## src/frm_pkg.sv

```systemverilog
package frm_pkg;
	localparam int unsigned DATA_W   = 16;
	localparam int unsigned TIME_W   = 32;
	localparam int unsigned RATE_W   = 24;
	localparam int unsigned FRAC_W   = 8;
	localparam logic [RATE_W-1:0] RATE_MAX = 24'hFFFFFF;
	localparam logic [9:0]  SCALE    = 10'd1000;
	localparam logic [3:0]  BIAS     = 4'd10;
	localparam logic [DATA_W-1:0] WIN_RESET = 16'd1000;

	typedef enum logic [2:0] {
		ST_IDLE,
		ST_SUM,
		ST_NUM,
		ST_DIVF,
		ST_DIVT,
		ST_DONE
	} frm_state_t;
endpackage

```

## src/frm_if.sv

```systemverilog
interface frm_in_if;
	logic        valid;
	logic        ready;
	logic [31:0] now_ms;
	logic [15:0] frame_time_ms;
	logic [15:0] tick_count;
	modport source (output valid, now_ms, frame_time_ms, tick_count, input ready);
	modport sink   (input valid, now_ms, frame_time_ms, tick_count, output ready);
endinterface

interface frm_out_if;
	logic        valid;
	logic        ready;
	logic [15:0] fps;
	logic [23:0] feels_like_fps;
	logic [23:0] tick_rate;
	logic        window_closed;
	modport source (output valid, fps, feels_like_fps, tick_rate, window_closed, input ready);
	modport sink   (input valid, fps, feels_like_fps, tick_rate, window_closed, output ready);
endinterface

interface frm_cfg_if;
	logic        valid;
	logic        ready;
	logic [15:0] window_ms;
	modport source (output valid, window_ms, input ready);
	modport sink   (input valid, window_ms, output ready);
endinterface

```

## src/frm_trace_mem.sv

```systemverilog
module frm_trace_mem #(
	parameter int unsigned DEPTH = 32,
	parameter int unsigned AW    = 5
) (
	input  logic                      clk,
	input  logic                      arst_n,
	input  logic                      we,
	input  logic [AW-1:0]             waddr,
	input  logic [frm_pkg::DATA_W-1:0] wdata,
	input  logic [AW-1:0]             raddr,
	output logic [frm_pkg::DATA_W-1:0] rdata
);
	import frm_pkg::*;

	logic [DATA_W-1:0] mem [DEPTH];
	logic [DEPTH-1:0]  vld_q;
	logic [DATA_W-1:0] data_q;
	logic              rvld_q;

	always_ff @(posedge clk) begin
		if (we) begin
			mem[waddr] <= wdata;
		end
		data_q <= mem[raddr];
	end

	// entries never written read as zero
	always_ff @(posedge clk or negedge arst_n) begin
		if (!arst_n) begin
			vld_q  <= '0;
			rvld_q <= 1'b0;
		end else begin
			if (we) begin
				vld_q[waddr] <= 1'b1;
			end
			rvld_q <= vld_q[raddr];
		end
	end

	assign rdata = rvld_q ? data_q : '0;
endmodule

```

## src/frm_div.sv

```systemverilog
module frm_div #(
	parameter int unsigned NW = 42,
	parameter int unsigned DW = 38
) (
	input  logic                       clk,
	input  logic                       arst_n,
	input  logic                       start,
	input  logic [NW-1:0]              num,
	input  logic [DW-1:0]              den,
	output logic                       done,
	output logic [frm_pkg::RATE_W-1:0] quo
);
	import frm_pkg::*;

	localparam int unsigned QW = RATE_W;
	localparam int unsigned RW = (NW > DW + QW) ? NW : DW + QW;
	localparam int unsigned SW = $clog2(QW + 1);

	logic [RW-1:0] rem_q, dsh_q, full_den;
	logic [QW-1:0] quo_q;
	logic [SW-1:0] step_q;
	logic          run_q, done_q, ge;

	assign full_den = RW'(den) << QW;
	assign ge       = rem_q >= dsh_q;

	always_ff @(posedge clk) begin
		if (start) begin
			rem_q <= RW'(num);
			dsh_q <= RW'(den) << (QW - 1);
			quo_q <= (den == '0 || RW'(num) >= full_den) ? RATE_MAX : '0;
		end else if (run_q) begin
			if (ge) begin
				rem_q <= rem_q - dsh_q;
			end
			quo_q <= {quo_q[QW-2:0], ge};
			dsh_q <= dsh_q >> 1;
		end
	end

	always_ff @(posedge clk or negedge arst_n) begin
		if (!arst_n) begin
			run_q  <= 1'b0;
			done_q <= 1'b0;
			step_q <= '0;
		end else begin
			done_q <= 1'b0;
			if (start) begin
				if (den == '0 || RW'(num) >= full_den) begin
					done_q <= 1'b1;
				end else begin
					run_q  <= 1'b1;
					step_q <= SW'(QW);
				end
			end else if (run_q) begin
				step_q <= step_q - 1'b1;
				if (step_q == SW'(1)) begin
					run_q  <= 1'b0;
					done_q <= 1'b1;
				end
			end
		end
	end

	assign done = done_q;
	assign quo  = quo_q;
endmodule

```

## src/frame_rate_meter.sv

```systemverilog
// Frame rate meter. Each input item reports one finished frame; exactly one
// result item comes back per input item. An item that does not close the
// measurement window passes through the done state to the result register.
// For an item that closes the window, both trace memories are read one entry
// a cycle to form the sum and the sum of squares, then one shared restoring
// divider yields 24 quotient bits, one bit a cycle, for the frame figure and
// then for the tick figure. Traces live in two single-port-write memories
// used as circular buffers; entries never written read as zero. The result
// register lets the next item enter while a result waits. window_ms is
// written through the cfg channel, which is always ready; write it only while
// the block is idle.
module frame_rate_meter #(
	parameter int unsigned TRACE_LEN = 32
) (
	input logic      clk,
	input logic      arst_n,
	frm_in_if.sink   item_in,
	frm_out_if.source result_out,
	frm_cfg_if.sink  cfg
);
	import frm_pkg::*;

	localparam int unsigned AW  = (TRACE_LEN > 1) ? $clog2(TRACE_LEN) : 1;
	localparam int unsigned CW  = $clog2(TRACE_LEN + 3);
	localparam int unsigned LW  = $clog2(TRACE_LEN + 1);
	localparam int unsigned S1W = DATA_W + LW;
	localparam int unsigned S2W = 2 * DATA_W + LW;
	localparam int unsigned PW  = S1W + 10;
	localparam int unsigned NW  = PW + FRAC_W;

	frm_state_t state_q, state_d;

	// window and counters
	logic [DATA_W-1:0] window_q;
	logic [DATA_W-1:0] fcnt_q, fcnt_inc;
	logic [TIME_W-1:0] wstart_q, elapsed;
	logic              closes, in_acc, load_out;

	// item held while it is worked on
	logic [DATA_W-1:0] ft_q;
	logic              closed_q;

	// held figures
	logic [DATA_W-1:0] fps_hold_q;
	logic [RATE_W-1:0] feels_hold_q, tick_hold_q;

	// trace pointers and sweep
	logic [AW-1:0]     fptr_q, tptr_q, raddr;
	logic [CW-1:0]     cnt_q;
	logic              rv_s1, sv_s2;
	logic [DATA_W-1:0] rf, rt, wf_s2, wt_s2;
	logic [2*DATA_W-1:0] sqf_s2, sqt_s2;
	logic [S1W-1:0]    s1f_q, s1t_q;
	logic [S2W-1:0]    s2f_q, s2t_q;
	logic [NW-1:0]     numf_q, numt_q;

	// divider
	logic              div_start, div_done;
	logic [RATE_W-1:0] div_q;

	// result register
	logic              out_v_q, closed_out_q;
	logic [DATA_W-1:0] fps_out_q;
	logic [RATE_W-1:0] feels_out_q, tick_out_q;

	assign item_in.ready = (state_q == ST_IDLE);
	assign cfg.ready     = 1'b1;
	assign in_acc        = item_in.valid && item_in.ready;
	assign fcnt_inc      = (fcnt_q == '1) ? fcnt_q : fcnt_q + 1'b1;
	assign elapsed       = item_in.now_ms - wstart_q;
	assign closes        = elapsed >= TIME_W'(window_q);
	assign load_out      = (state_q == ST_DONE) && (!out_v_q || result_out.ready);
	assign raddr         = cnt_q[AW-1:0];

	always_ff @(posedge clk or negedge arst_n) begin
		if (!arst_n) begin
			state_q <= ST_IDLE;
		end else begin
			state_q <= state_d;
		end
	end

	always_comb begin
		state_d   = state_q;
		div_start = 1'b0;
		unique case (state_q)
			ST_IDLE: begin
				if (in_acc) begin
					state_d = closes ? ST_SUM : ST_DONE;
				end
			end
			ST_SUM: begin
				if (cnt_q == CW'(TRACE_LEN + 2)) begin
					state_d = ST_NUM;
				end
			end
			ST_NUM: begin
				div_start = 1'b1;
				state_d   = ST_DIVF;
			end
			ST_DIVF: begin
				if (div_done) begin
					div_start = 1'b1;
					state_d   = ST_DIVT;
				end
			end
			ST_DIVT: begin
				if (div_done) begin
					state_d = ST_DONE;
				end
			end
			ST_DONE: begin
				if (load_out) begin
					state_d = ST_IDLE;
				end
			end
			default: state_d = ST_IDLE;
		endcase
	end

	// window bookkeeping taken at accept, plus cfg writes, held figures and trace pointers
	always_ff @(posedge clk or negedge arst_n) begin
		if (!arst_n) begin
			window_q     <= WIN_RESET;
			fcnt_q       <= '0;
			wstart_q     <= '0;
			fps_hold_q   <= '0;
			feels_hold_q <= '0;
			tick_hold_q  <= '0;
			fptr_q       <= '0;
			tptr_q       <= '0;
			closed_q     <= 1'b0;
		end else begin
			if (cfg.valid && cfg.ready) begin
				window_q <= cfg.window_ms;
			end
			if (in_acc) begin
				closed_q <= closes;
				if (closes) begin
					fcnt_q     <= '0;
					wstart_q   <= item_in.now_ms;
					fps_hold_q <= fcnt_inc;
					tptr_q     <= (tptr_q == AW'(TRACE_LEN - 1)) ? '0 : tptr_q + 1'b1;
				end else begin
					fcnt_q <= fcnt_inc;
				end
			end
			if (state_q == ST_DIVF && div_done) begin
				feels_hold_q <= div_q;
			end
			if (state_q == ST_DIVT && div_done) begin
				tick_hold_q <= div_q;
			end
			if (load_out) begin
				fptr_q <= (fptr_q == AW'(TRACE_LEN - 1)) ? '0 : fptr_q + 1'b1;
			end
		end
	end

	always_ff @(posedge clk) begin
		if (in_acc) begin
			ft_q <= item_in.frame_time_ms;
		end
	end

	// trace memories: tick count enters on close, frame time when the result is loaded
	frm_trace_mem #(.DEPTH(TRACE_LEN), .AW(AW)) u_ftmem (
		.clk   (clk),
		.arst_n(arst_n),
		.we    (load_out),
		.waddr (fptr_q),
		.wdata (ft_q),
		.raddr (raddr),
		.rdata (rf)
	);

	frm_trace_mem #(.DEPTH(TRACE_LEN), .AW(AW)) u_tkmem (
		.clk   (clk),
		.arst_n(arst_n),
		.we    (in_acc && closes),
		.waddr (tptr_q),
		.wdata (item_in.tick_count),
		.raddr (raddr),
		.rdata (rt)
	);

	// sweep: read, square, accumulate
	always_ff @(posedge clk or negedge arst_n) begin
		if (!arst_n) begin
			cnt_q <= '0;
			rv_s1 <= 1'b0;
			sv_s2 <= 1'b0;
		end else begin
			rv_s1 <= (state_q == ST_SUM) && (cnt_q < CW'(TRACE_LEN));
			sv_s2 <= rv_s1;
			if (in_acc) begin
				cnt_q <= '0;
			end else if (state_q == ST_SUM) begin
				cnt_q <= cnt_q + 1'b1;
			end
		end
	end

	always_ff @(posedge clk) begin
		wf_s2  <= rf;
		wt_s2  <= rt;
		sqf_s2 <= rf * rf;
		sqt_s2 <= rt * rt;
		if (in_acc) begin
			s1f_q <= '0;
			s1t_q <= '0;
			s2f_q <= '0;
			s2t_q <= '0;
		end else if (sv_s2) begin
			s1f_q <= s1f_q + S1W'(wf_s2);
			s1t_q <= s1t_q + S1W'(wt_s2);
			s2f_q <= s2f_q + S2W'(sqf_s2);
			s2t_q <= s2t_q + S2W'(sqt_s2);
		end
		// numerator (10 + 1000 * S1) in PW.8 fixed point
		numf_q <= {PW'(s1f_q) * PW'(SCALE) + PW'(BIAS), {FRAC_W{1'b0}}};
		numt_q <= {PW'(s1t_q) * PW'(SCALE) + PW'(BIAS), {FRAC_W{1'b0}}};
	end

	frm_div #(.NW(NW), .DW(S2W)) u_div (
		.clk   (clk),
		.arst_n(arst_n),
		.start (div_start),
		.num   ((state_q == ST_NUM) ? numf_q : numt_q),
		.den   ((state_q == ST_NUM) ? s2f_q : s2t_q),
		.done  (div_done),
		.quo   (div_q)
	);

	// result register
	always_ff @(posedge clk or negedge arst_n) begin
		if (!arst_n) begin
			out_v_q <= 1'b0;
		end else if (load_out) begin
			out_v_q <= 1'b1;
		end else if (result_out.ready) begin
			out_v_q <= 1'b0;
		end
	end

	always_ff @(posedge clk) begin
		if (load_out) begin
			fps_out_q    <= fps_hold_q;
			feels_out_q  <= feels_hold_q;
			tick_out_q   <= tick_hold_q;
			closed_out_q <= closed_q;
		end
	end

	assign result_out.valid          = out_v_q;
	assign result_out.fps            = fps_out_q;
	assign result_out.feels_like_fps = feels_out_q;
	assign result_out.tick_rate      = tick_out_q;
	assign result_out.window_closed  = closed_out_q;
endmodule

```

## src/flat_wrapper.sv

```systemverilog
// flat-port wrapper written by rule: the top's interface ports become plain ports
module frame_rate_meter_flat import frm_pkg::*;
#(
	parameter int unsigned TRACE_LEN = 32
)
  (clk, arst_n, item_in_valid, item_in_now_ms, item_in_frame_time_ms, item_in_tick_count, item_in_ready, result_out_valid, result_out_fps, result_out_feels_like_fps, result_out_tick_rate, result_out_window_closed, result_out_ready, cfg_valid, cfg_window_ms, cfg_ready);
  frm_in_if item_in_i ();
  frm_out_if result_out_i ();
  frm_cfg_if cfg_i ();
  input logic clk;
  input logic arst_n;
  input wire logic [$bits(item_in_i.valid)-1:0] item_in_valid;
  input wire logic [$bits(item_in_i.now_ms)-1:0] item_in_now_ms;
  input wire logic [$bits(item_in_i.frame_time_ms)-1:0] item_in_frame_time_ms;
  input wire logic [$bits(item_in_i.tick_count)-1:0] item_in_tick_count;
  output wire logic [$bits(item_in_i.ready)-1:0] item_in_ready;
  output wire logic [$bits(result_out_i.valid)-1:0] result_out_valid;
  output wire logic [$bits(result_out_i.fps)-1:0] result_out_fps;
  output wire logic [$bits(result_out_i.feels_like_fps)-1:0] result_out_feels_like_fps;
  output wire logic [$bits(result_out_i.tick_rate)-1:0] result_out_tick_rate;
  output wire logic [$bits(result_out_i.window_closed)-1:0] result_out_window_closed;
  input wire logic [$bits(result_out_i.ready)-1:0] result_out_ready;
  input wire logic [$bits(cfg_i.valid)-1:0] cfg_valid;
  input wire logic [$bits(cfg_i.window_ms)-1:0] cfg_window_ms;
  output wire logic [$bits(cfg_i.ready)-1:0] cfg_ready;
  assign item_in_i.valid = item_in_valid;
  assign item_in_i.now_ms = item_in_now_ms;
  assign item_in_i.frame_time_ms = item_in_frame_time_ms;
  assign item_in_i.tick_count = item_in_tick_count;
  assign item_in_ready = item_in_i.ready;
  assign result_out_valid = result_out_i.valid;
  assign result_out_fps = result_out_i.fps;
  assign result_out_feels_like_fps = result_out_i.feels_like_fps;
  assign result_out_tick_rate = result_out_i.tick_rate;
  assign result_out_window_closed = result_out_i.window_closed;
  assign result_out_i.ready = result_out_ready;
  assign cfg_i.valid = cfg_valid;
  assign cfg_i.window_ms = cfg_window_ms;
  assign cfg_ready = cfg_i.ready;
  frame_rate_meter #(.TRACE_LEN(TRACE_LEN)) u_core (.clk(clk), .arst_n(arst_n), .item_in(item_in_i), .result_out(result_out_i), .cfg(cfg_i));
endmodule
```

## config.mk

```make
export PLATFORM = sky130hd
export DESIGN_NAME = frame_rate_meter_flat
export DESIGN_NICKNAME = d
export VERILOG_FILES = /design/src/frm_pkg.sv /design/src/frm_if.sv /design/src/frm_trace_mem.sv /design/src/frm_div.sv /design/src/frame_rate_meter.sv /design/src/flat_wrapper.sv
export SDC_FILE = /design/constraint.sdc
export NUM_CORES = 2
export LEC_CHECK = 0
export BUFFER_PORTS_ARGS = -buffer_cell sky130_fd_sc_hd__buf_4
export CAP_MARGIN = 20
export CELL_PAD_IN_SITES_DETAIL_PLACEMENT = 0
export CELL_PAD_IN_SITES_GLOBAL_PLACEMENT = 1
export CORE_MARGIN = 3
export CORE_UTILIZATION = 40
export DETAILED_ROUTE_END_ITERATION = 8
export HOLD_SLACK_MARGIN = 0.08
export PLACE_DENSITY_LB_ADDON = 0.05
export SYNTH_ARGS = -nofsm -noshare
export SYNTH_HDL_FRONTEND = slang
export SYNTH_SLANG_ARGS = --single-unit
```

## constraint.sdc

```tcl
create_clock -name clk -period 16.1 [get_ports clk]
set_input_delay 1.61 -clock clk [delete_from_list [all_inputs] [get_ports clk]]
set_output_delay 1.61 -clock clk [all_outputs]
set_load 0.02 [all_outputs]
```

==> run summary <==
The number of violations reported at the end of detailed-routing iteration 0 is 3,648. The total clock buffers created by CTS is 198. The maximum VDD drop came out at 0.0898 mV. The pin count of the biggest net entering global routing came out at 95.

The number of top-level pins came out at 153. Of the available clock period, the critical path in the final layout requires 0.467. In this design, the largest share of critical-path delay is due to adder cells.

After detailed routing, the number of vias per cell comes to 5.27. The number of endpoints with negative hold slack in the final report came to 0. In this run the worst setup path begins at u_core.u_tkmem.rvld_q$_DFF_PN0_. Adding up every negative setup slack in the final design gives 0 ps. The routed wire length is 252,000 um. The die width is 501 um.

The count of pins over their slew limit came out at 0. Clock-pin slew was measured on the worst setup and hold paths at 70 ps. The number of sinks driven by the clock tree came out at 1,778.

The worst setup path is of the flip-flop to flip-flop kind. In this run the critical register-to-register path is captured at u_core.sqt_s2[30]$_DFF_P_. The area share of the leading cell type in the synthesized netlist is 0.370. For this run, design rule violations remaining after detail routing come to 0.

The initial core utilization is 0.402. The worst path arrival time came out at 8170 ps. The cell sitting at the root of the clock tree is a sky130_fd_sc_hd__clkbuf_16. The maximum single-stage delay on the critical path is 570 ps. The Yosys step of the flow raised 0 warnings. The first global-routing pass estimated 386,000 um of wire.

STA classifies the critical path startpoint as a flip-flop. On the critical path, the stage with the largest delay is an instance of sky130_fd_sc_hd__fa_1. The post-DP HPWL came out at 175,000 um. The number of enable-type register cells in the synthesized netlist came out at 1,207. The total of max-cap violations came out at 0. Yosys attributes the largest share of cell area to sky130_fd_sc_hd__edfxtp_1, sky130_fd_sc_hd__fa_1, sky130_fd_sc_hd__mux4_2, sky130_fd_sc_hd__dfxtp_1, sky130_fd_sc_hd__ha_1.

The synthesized netlist occupies a cell area of 97,900 sq um. The overall track demand over capacity in global routing is 0.201. The synthesis-stage register bit count came out at 1,778. Synthesis produced a netlist with a net count of 8,755. The count of cells along the worst register-to-register path came out at 25. The number of nets in the layout is 8,899. The path class of the tightest hold or removal check is flip-flop to flip-flop. The final cell area excluding filler cells is 110,000 sq um. The flow ran to the end, and the final reports show no timing, DRC or antenna violations.

The total of hold buffers inserted after clock tree synthesis is 0. The area growth from synthesis to final layout came out at 12.1%. Clock latency on the worst-skew pair, taken at its later pin, is 870 ps. Counting every instance in the synthesized netlist gives 7,629. The area of the die is 251,000 sq um. The sum of overflow across all layers after global routing came out at 0.

The initial antenna violation count came out at 8. The maximum achievable frequency is 0.133 GHz. The internal reg-to-reg setup slack came out at 8590 ps. Setup repair after global routing left no endpoint under its margin.

The placeable core area came out at 243,000 sq um. The final-report setup violation count is 0. The TritonCTS clock tree is done. In the final layout, the share of cells above drive strength 1 is 0.143. The post-synthesis sequential area ratio is 0.498. Of all nets on the critical path, the largest fanout is 61.

The instance area after placement is 103,000 sq um. The most used flip-flop cell after synthesis is sky130_fd_sc_hd__edfxtp_1. The final critical-path required period is 7510 ps.

The first-pass detailed-route iteration total is 5. The cell area power density came out at 88.5 nW/um^2. At the end of routability-driven placement, the weighted congestion stood at 0.839. The number of setup buffers added after CTS is 0. The data required time of the critical path came out at 16,750 ps.

The most numerous cell type found on the critical path is sky130_fd_sc_hd__fa_1. Of all cell types, the one taking the most synthesized area is sky130_fd_sc_hd__edfxtp_1. The static leakage came out at 46.1 nW. STA classifies the critical path endpoint as a flip-flop.

The number of buffers added on ports is 151. The post-detailed-route wirelength per cell is 22.6 um. The number of buffers and inverters on the critical path came out at 4. The most critical setup path has its endpoint at u_core.sqt_s2[30]$_DFF_P_. The detail route stage leaves a number of antenna-violating nets equal to 0.

The total number of vias is 58,800. In this run, post-CTS repair resized a total of 0 instances. The average cell area after synthesis is 12.8 sq um. The maximum level of the CTS H-tree came out at 4. The unique cell type count in the Yosys netlist is 99. The number of global-route vias before repair is 61,400. The proportion of register bits with asynchronous set or reset after synthesis is 0.126.

The source of the worst register-to-register timing path is u_core.u_tkmem.rvld_q$_DFF_PN0_. The hold slack is 443 ps. The floorplan has 181 rows. The headroom to the max-slew limit is 0.279.

The worst clock skew is 108 ps. The height of the die came out at 501 um. The measured slew at the worst slew-check pin came out at 1080 ps. Counting buffers and inverters, the worst setup path is 25 cells deep. Counting along the longest clock path gives a buffer depth of 3.
==> worst min path at each step <==
stage	start	to	slack, ps	cells after the start
2_1_floorplan	u_core.rv_s1$_DFF_PN0_	u_core.sv_s2$_DFF_PN0_	330	0
3_3_place_gp	u_core.fps_hold_q[0]$_DFFE_PN0P_	u_core.result_out.fps[0]$_DFFE_PP_	430	0
3_5_place_dp	u_core.tick_hold_q[19]$_DFFE_PN0P_	u_core.result_out.tick_rate[19]$_DFFE_PP_	430	0
4_1_cts	u_core.tick_hold_q[19]$_DFFE_PN0P_	u_core.result_out.tick_rate[19]$_DFFE_PP_	450	0
5_1_grt	u_core.fps_hold_q[4]$_DFFE_PN0P_	u_core.result_out.fps[4]$_DFFE_PP_	450	0
6_report	u_core.fps_hold_q[11]$_DFFE_PN0P_	u_core.result_out.fps[11]$_DFFE_PP_	440	0
==> cells in the mapped netlist, drive strengths merged, types with 47 or more instances <==
master and n:
nor2 432, nand2 539, and2 55, xnor2 240
nor3 60, dfxtp 347, mux2i 118, a21oi 343
dfrtp 218, nand4 50, mux4 340, inv 876
ha 555, buf 69, a31oi 49, mux2 113
xor2 115, and3 161, o21ai 187, nand3 104
fa 486, a21o 194, a31o 47, clkbuf 219
edfxtp 1207
==> layout make-up <==
class / instances / area, sq um
diodes: 4 / 10.0
clock buffers: 265 / 5450
clock inverters: 110 / 1510
fillers: 22000 / 134000
inverters: 877 / 3300
multi-input cells: 4686 / 44900
flip-flops and latches: 1778 / 48800
well taps: 3202 / 4010
repair buffers: 232 / 1800
==> cell families after synthesis <==
logic type / Yosys count / share of synthesized area
XOR/XNOR: 357 / 0.0322
buffers and inverters: 1165 / 0.0456
adder cells (fa/ha/maj): 1041 / 0.170
multiplexers: 571 / 0.103
flip-flops: 1778 / 0.498
AND/OR/NAND/NOR: 1635 / 0.0792
other: 1 / 0.0000383
AO/OA/AOI/OAI: 1081 / 0.0711
==> worst register-to-register path: cells and delay by family, from the launching register on <==
kind	cells	cell delay [ps]
adder cells (fa/ha/maj)	7	3390
AO/OA/AOI/OAI	8	1720
AND/OR/NAND/NOR	5	1140
buffers and inverters	4	590
flip-flops	1	320
XOR/XNOR	1	140
==> per-layer routing <==
metal,wire length [um],share of wire,up-vias,track usage
met5,0,0,-,0
met4,6680,0.027,0,0.0548
met3,9340,0.037,269,0.0258
met2,122000,0.49,996,0.338
met1,113000,0.45,30100,0.275
li1,-,-,27400,-
==> placed cells by master (no fill, tap or decap), types with 40 or more instances in the layout <==
cell                        instances
sky130_fd_sc_hd__inv_1            875
sky130_fd_sc_hd__clkbuf_16        200
sky130_fd_sc_hd__a21oi_1          343
sky130_fd_sc_hd__nand4_1           50
sky130_fd_sc_hd__edfxtp_1        1207
sky130_fd_sc_hd__clkbuf_1          45
sky130_fd_sc_hd__buf_4            228
sky130_fd_sc_hd__fa_1             486
sky130_fd_sc_hd__nand3_1          102
sky130_fd_sc_hd__nand2_1          536
sky130_fd_sc_hd__mux4_2           340
sky130_fd_sc_hd__o21bai_1          45
sky130_fd_sc_hd__and3_1           160
sky130_fd_sc_hd__a21o_1           194
sky130_fd_sc_hd__and2_1            54
sky130_fd_sc_hd__mux2i_1          118
sky130_fd_sc_hd__nor2b_1           42
sky130_fd_sc_hd__nor3_1            56
sky130_fd_sc_hd__a31oi_1           49
sky130_fd_sc_hd__or2_2             41
sky130_fd_sc_hd__ha_1             555
sky130_fd_sc_hd__a31o_2            40
sky130_fd_sc_hd__xor2_1           115
sky130_fd_sc_hd__dfxtp_1          347
sky130_fd_sc_hd__nor2_1           398
sky130_fd_sc_hd__xnor2_1          240
sky130_fd_sc_hd__mux2_2            81
sky130_fd_sc_hd__o21ai_0          176
sky130_fd_sc_hd__dfrtp_1          211
==> sequential cells by signal (all words and copies together), names as in the netlist, 22 cells and up <==
name,cells
u_core.u_ftmem.mem,512
u_core.u_tkmem.mem,512
u_core.u_div.rem_q,62
u_core.u_div.dsh_q,61
u_core.s2f_q,38
u_core.s2t_q,38
u_core.u_ftmem.vld_q,32
u_core.u_tkmem.vld_q,32
u_core.wstart_q,32
u_core.sqf_s2,30
u_core.sqt_s2,30
u_core.numf_q,29
u_core.numt_q,29
u_core.feels_hold_q,24
u_core.result_out.feels_like_fps,24
u_core.result_out.tick_rate,24
u_core.tick_hold_q,24
u_core.u_div.quo,24
u_core.s1f_q,22
u_core.s1t_q,22
==> per-stage QoR <==
stage	utilization	power, W	setup WS [ps]	instances
3_3_place_gp	0.422	0.00508	7850	10800
6_report	0.451	0.00971	8590	11200
3_5_place_dp	0.422	0.00508	7880	10800
2_1_floorplan	-	0.00500	9410	7629
4_1_cts	0.451	0.00986	8520	11100
5_1_grt	0.451	0.0101	8160	11200
==> power by group <==
| group | switching (W) | total, W | internal (W) |
|---|---|---|---|
| registers | 0.000000988 | 0.00485 | 0.00485 |
| clock network | 0.00197 | 0.00472 | 0.00275 |
| logic | 0.0000893 | 0.000133 | 0.0000432 |
Power figures use the tool's default switching activity.
